**config.mk**
```make
export PLATFORM = sky130hd
export DESIGN_NAME = mbrtu_ctrl
export DESIGN_NICKNAME = d
export VERILOG_FILES = /design/src/rtl/mbrtu_pkg.sv /design/src/rtl/mbrtu_ctrl.sv
export SDC_FILE = /design/constraint.sdc
export NUM_CORES = 1
export LEC_CHECK = 0
export BUFFER_PORTS_ARGS = -buffer_cell sky130_fd_sc_hd__buf_2
export CAP_MARGIN = 40
export CORE_UTILIZATION = 53
export CTS_CLUSTER_DIAMETER = 80
export CTS_CLUSTER_SIZE = 16
export DETAILED_ROUTE_END_ITERATION = 16
export PLACE_DENSITY = 0.85
export SETUP_SLACK_MARGIN = 0.3
export SLEW_MARGIN = 0
export SYNTH_ARGS = -nofsm -noshare
export SYNTH_HDL_FRONTEND = slang
export SYNTH_SLANG_ARGS = --single-unit
```
**constraint.sdc**
```tcl
create_clock -name aclk -period 3.2 [get_ports aclk]
set_input_delay 0.64 -clock aclk [delete_from_list [all_inputs] [get_ports aclk]]
set_output_delay 0.64 -clock aclk [all_outputs]
set_load 0.1 [all_outputs]
```
**src/rtl/mbrtu_pkg.sv**
```systemverilog
package mbrtu_pkg;

    localparam int RingDepth    = 512;
    localparam int RingAw       = $clog2(RingDepth);
    localparam int TableDepth   = 1024;
    localparam int TableAw      = $clog2(TableDepth);
    localparam int MaxReadCount = 100;
    localparam int FrameLen     = 8;

    localparam logic [7:0]  FuncReadHolding = 8'h03;
    localparam logic [15:0] CrcInit         = 16'hFFFF;
    localparam logic [15:0] CrcPoly         = 16'hA001;
    localparam logic [7:0]  AddrReset       = 8'd1;
    localparam logic [7:0]  TimeoutReset    = 8'd20;

    localparam logic [1:0] OpRxByte  = 2'd0;
    localparam logic [1:0] OpTick    = 2'd1;
    localparam logic [1:0] OpTblWr   = 2'd2;
    localparam logic [1:0] OpTxSlot  = 2'd3;

    localparam logic RegSlaveAddr = 1'b0;
    localparam logic RegTimeout   = 1'b1;

    // Commands from the controller to the datapath.
    typedef struct packed {
        logic ring_wr;      // store s byte at write pointer
        logic tbl_wr;       // write table word
        logic ring_rd;      // issue ring read at read pointer + offset
        logic [2:0] rd_off;
        logic crc_init;     // frame CRC to init
        logic crc_step;     // fold the registered ring byte into frame CRC
        logic cap_byte;     // capture the registered ring byte into frame slot
        logic [2:0] cap_idx;
        logic rp_inc1;
        logic rp_inc8;
        logic tbl_rd;       // issue table read at response word address
        logic resp_load;    // queue a response from captured frame
        logic tx_emit;      // produce a tx byte into output register
    } mbrtu_cmd_t;

    // Status back to the controller.
    typedef struct packed {
        logic ring_empty;
        logic len_ge8;
        logic byte_is_addr; // registered ring byte equals slave address
        logic crc_ok;
        logic req_ok;
        logic resp_pending;
        logic need_word;    // next tx byte comes from the table
        logic clearing;     // table clearing pass after reset is running
    } mbrtu_sts_t;

    function automatic logic [15:0] crc_byte(input logic [15:0] crc, input logic [7:0] b);
        logic [15:0] c;
        c = crc ^ {8'd0, b};
        for (int k = 0; k < 8; k++) begin
            c = c[0] ? ((c >> 1) ^ CrcPoly) : (c >> 1);
        end
        return c;
    endfunction

endpackage

```
**src/rtl/mbrtu_ctrl.sv**
```systemverilog
module mbrtu_ctrl
    import mbrtu_pkg::*;
(
    input  logic        aclk,
    input  logic        aresetn,
    input  logic        in_valid,
    output logic        in_ready,
    input  logic [1:0]  opcode,
    output logic        out_valid,
    input  logic        out_ready,
    input  logic [7:0]  timeout_ticks,
    input  mbrtu_sts_t  sts,
    output mbrtu_cmd_t  cmd,
    output logic        out_load
);

    typedef enum logic [7:0] {
        S_IDLE   = 8'b00000001,
        S_HUNT   = 8'b00000010,
        S_HCHK   = 8'b00000100,
        S_FRD    = 8'b00001000,
        S_FCHK   = 8'b00010000,
        S_FEND   = 8'b00100000,
        S_TXRD   = 8'b01000000,
        S_TXOUT  = 8'b10000000
    } state_t;

    state_t state_reg, state_next;
    logic       phase_reg, phase_next;
    logic [7:0] delay_reg, delay_next;
    logic [3:0] cnt_reg, cnt_next;
    logic       ov_reg, ov_next;
    logic       accept;

    assign in_ready  = (state_reg == S_IDLE) && !ov_reg && !sts.clearing;
    assign accept    = in_valid && in_ready;
    assign out_valid = ov_reg;

    always_comb begin
        cmd        = '0;
        out_load   = 1'b0;
        state_next = state_reg;
        phase_next = phase_reg;
        delay_next = delay_reg;
        cnt_next   = cnt_reg;
        ov_next    = ov_reg && !out_ready;
        case (state_reg)
            S_IDLE: begin
                if (accept) begin
                    case (opcode)
                        OpRxByte: cmd.ring_wr = 1'b1;
                        OpTblWr:  cmd.tbl_wr  = 1'b1;
                        OpTick: begin
                            delay_next = delay_reg + 8'd1;
                            if (!phase_reg) begin
                                state_next = S_HUNT;
                            end else if (sts.len_ge8) begin
                                phase_next   = 1'b0;
                                cmd.ring_rd  = 1'b1;
                                cmd.crc_init = 1'b1;
                                cnt_next     = 4'd0;
                                state_next   = S_FRD;
                            end else if ((delay_reg + 8'd1) >= timeout_ticks) begin
                                phase_next  = 1'b0;
                                cmd.rp_inc1 = 1'b1;
                            end
                        end
                        OpTxSlot: begin
                            if (sts.resp_pending) begin
                                if (sts.need_word) begin
                                    cmd.tbl_rd = 1'b1;
                                    state_next = S_TXRD;
                                end else begin
                                    state_next = S_TXOUT;
                                end
                            end
                        end
                        default: ;
                    endcase
                end
            end
            S_HUNT: begin
                if (sts.ring_empty) begin
                    state_next = S_IDLE;
                end else begin
                    cmd.ring_rd = 1'b1;
                    state_next  = S_HCHK;
                end
            end
            S_HCHK: begin
                if (sts.byte_is_addr) begin
                    phase_next = 1'b1;
                    delay_next = 8'd0;
                    state_next = S_IDLE;
                end else begin
                    cmd.rp_inc1 = 1'b1;
                    state_next  = S_HUNT;
                end
            end
            S_FRD: begin
                // Ring read data for byte cnt is now registered.
                cmd.cap_byte = 1'b1;
                cmd.cap_idx  = cnt_reg[2:0];
                cmd.crc_step = (cnt_reg < 4'd6);
                if (cnt_reg == 4'd7) begin
                    state_next = S_FCHK;
                end else begin
                    cmd.ring_rd = 1'b1;
                    cmd.rd_off  = cnt_reg[2:0] + 3'd1;
                end
                cnt_next = cnt_reg + 4'd1;
            end
            S_FCHK: begin
                if (sts.crc_ok) begin
                    cmd.rp_inc8   = 1'b1;
                    cmd.resp_load = sts.req_ok;
                end else begin
                    cmd.rp_inc1 = 1'b1;
                end
                state_next = S_FEND;
            end
            S_FEND: state_next = S_IDLE;
            S_TXRD: state_next = S_TXOUT;
            S_TXOUT: begin
                cmd.tx_emit = 1'b1;
                out_load    = 1'b1;
                ov_next     = 1'b1;
                state_next  = S_IDLE;
            end
            default: state_next = S_IDLE;
        endcase
    end

    always_ff @(posedge aclk) begin
        if (!aresetn) begin
            state_reg <= S_IDLE;
            phase_reg <= 1'b0;
            delay_reg <= '0;
            cnt_reg   <= '0;
            ov_reg    <= 1'b0;
        end else begin
            state_reg <= state_next;
            phase_reg <= phase_next;
            delay_reg <= delay_next;
            cnt_reg   <= cnt_next;
            ov_reg    <= ov_next;
        end
    end

`ifndef ASSERT_OFF
    a_ready_idle: assert property (@(posedge aclk) disable iff (!aresetn)
        in_ready |-> (state_reg == S_IDLE))
        else $error("ready outside idle");
    a_emit_ov: assert property (@(posedge aclk) disable iff (!aresetn)
        out_load |=> ov_reg)
        else $error("emitted item not held");
    a_frame_cnt: assert property (@(posedge aclk) disable iff (!aresetn)
        (state_reg == S_FRD) |-> (cnt_reg <= 4'd7))
        else $error("frame byte counter overrun");
`endif

endmodule

```
==> results.toml <==
[outcome]
outcome = "complete, but fails checks"
violations = "negative setup slack"

[pwr]
pwr-share-clk_pct = 30.1
power_frac_seq_pct = 38.6
cellPowerDensity_nw_per_um2 = 324
swShare_pct = 34.1
internal-power_mw = 0.485
power_frac_comb_pct = 31.3
ir_drop_uv = 358
switching_power_mw = 0.251
power.total_mw = 0.735
p_leak_nw = 1.06

[floorplan]
num_io_pins = 42
core_area_sq_um = 2830
rows = 19
initial_core_util_pct = 56.9
die_area_sq_um = 3260
die_x_microns = 57.1
die_y_microns = 57.1

[sta]
tightest_slew_ns = 0.780
fmax_ghz = 0.310
slew_viol_final = 0
setup_viol = 1
fin_crit_sh_pct = 101
layout_min_cycle_time_ns = 3.23
hold_viol_final = 0
rsz0062_at_grt = "yes"
fin_skew_ns = 0.0135
fin_ws_ns = -0.0304
max_slew_margin_pct = 47.5
finalSetupTns_ns = -0.0304

[drt]
drtAntennaViolNets = 0
drt-wirelength-per-cell_microns = 17.4
first_pass_iters = 5
drc_errors = 0
via_per_inst = 6.50
first_iter_violations = 168
wl_microns = 5110
num_vias = 1910

[worst_setup_path]
arrival_ns = 2.59
r2r-end = "phase_reg"
cp.required_ns = 2.56
crit_path_start_kind = "register"
crit_fanout = 5
end_kind = "output pin"
path_class = "reg -> out"
reg2regPathDepth = 16
r2r_slack_ns = 0.39
worst_r2r_startpoint = "delay_reg[5]"

[global_routing]
grt_pass1_wl_microns = 8120
grt_max_degree = 14
antenna_found_initial = 0
grt_pass1_vias = 1763
grt-ovfl-total = 0
track_usage_pct = 31.7

[cells_and_area]
layout_commonest_cell = "buf_2"
final_cell_mix = "buf_2, buf_4, dfxtp_1"
fin_cells = 294
fin_area_sq_um = 2270
nets = 296
nFillCells = 166
n_antenna_cell = 0
final_layout_size_suffix_gt1_share_pct = 35.0
syn_to_final_growth_pct = 41.1

[clocking]
cts_sinks = 22
cts_tree = "built"
cts_buffers = 3
cts_hold_buf = 0
path_clk_slew_ns = 0.14
cts_max_path_buffers = 2
clk_latency_ns = 0.32
htree_levels = 1
root_buffer = "clkbuf_4"

[hold_path]
hold_depth = 1
min_to = "delay_reg[4]"
min_from = "delay_reg[4]"
hp-class = "reg -> reg"

[placement]
dp_hpwl_microns = 3170
portBuffers = 41
place_congestion = 0.928
dp.cells = 276
postPlaceCellArea_sq_um = 2030

[synth]
synth-edff-count = 0
synth_warnings = 0
syn_inst = 209
yosysSeqAreaShare_pct = 27.4
synth_cell_type_count = 48
syn_avg_cell_area_sq_um = 7.70
synth-seq-cells = 22
ys.flop_type = "dfxtp_1"
synth_area_sq_um = 1610
syn_nets = 241
async_flop_share_pct = 0

[job]
drv_cap = 0
[through the flow]
stage	hold slack (ns)	worst slack, ns	util, %
after floorplan	0.460	-0.0647	-
after global placement	0.473	0.167	71.9
after detailed placement	0.476	0.114	71.9
after CTS	0.509	0.0918	78.6
after global routing	0.534	-0.181	80.3
final	0.528	-0.0304	80.3
[worst max-delay path, stage by stage (launching register included)]
cell,delay [ns]
dfxtp_1,0.48
nand3_1,0.16
nor2_2,0.13
xor2_1,0.21
ha_1,0.31
and2_1,0.21
a221oi_2,0.25
o21ai_1,0.12
a31o_2,0.23
buf_12,0.16
[metal layers]
layer | global-route usage [%] | vias up | share of wire (%)
met5 | 0 | - | 0
met4 | 10.5 | 0 | 2.4
met2 | 55.3 | 139 | 49
met3 | 6.12 | 23 | 8.6
met1 | 39.1 | 873 | 40
li1 | - | 875 | -
[Yosys cell counts, types with 5 or more instances]
| cell | instances | share of area [%] |
|---|---|---|
| a21o_1 | 5 | 2.3 |
| a21oi_1 | 10 | 3.1 |
| and2_1 | 5 | 1.9 |
| and3_1 | 8 | 3.1 |
| clkbuf_1 | 5 | 1.2 |
| dfxtp_1 | 22 | 27 |
| ha_1 | 10 | 7.8 |
| inv_1 | 14 | 3.3 |
| nand2_1 | 13 | 3.0 |
| nand2b_1 | 7 | 2.7 |
| nand3_1 | 14 | 4.4 |
| nor2_1 | 12 | 2.8 |
| nor2b_1 | 5 | 1.9 |
| nor3_1 | 11 | 3.4 |
| o21ai_0 | 12 | 3.7 |
[layout make-up]
cell class | instances | area (sq um) | area share [%]
multi-input cells | 162 | 1150 | 50.7
clock inverters | 1 | 30.0 | 1.32
well taps | 31 | 38.8 | 1.71
inverters | 14 | 56.3 | 2.48
flip-flops and latches | 22 | 452 | 19.9
repair buffers | 61 | 520 | 22.9
clock buffers | 3 | 22.5 | 0.991
[cells by family after synthesis]
family / Yosys count / share of synthesized area (%)
simple gates: 100 / 36.1
fa+ha+maj: 10 / 7.77
xor+xnor: 5 / 2.72
buf+inv: 25 / 6.91
compound gates: 47 / 19.2
flops: 22 / 27.4
[worst max-delay path by stage]
| stage | startpoint | endpoint | slack [ns] |
|---|---|---|---|
| 6_report | delay_reg[5] | cmd[4] | -0.03 |
| 5_1_grt | delay_reg[5] | cmd[4] | -0.18 |
| 4_1_cts | delay_reg[2] | cmd[4] | 0.09 |
| 3_5_place_dp | delay_reg[0] | cmd[4] | 0.11 |
| 3_3_place_gp | delay_reg[0] | cmd[4] | 0.17 |
| 2_1_floorplan | out_valid | cmd[2] | -0.06 |
[repair_timing]
action                                  CTS  global route
endpoints found under the setup margin    1            10
pin swaps                                 6             2
setup buffers                            13             1
hold endpoints to repair                  0             0
resized for setup                        15             8
[power by group through the flow]
stage | clock, mW | combinational (mW) | sequential, mW
final | 0.221 | 0.230 | 0.284
after global placement | 0 | 0.208 | 0.290
after floorplan | 0 | 0.143 | 0.291
after CTS | 0.216 | 0.213 | 0.283
after global routing | 0.226 | 0.246 | 0.285
after detailed placement | 0 | 0.210 | 0.291
No activity file was read; power rests on OpenSTA's default activity.
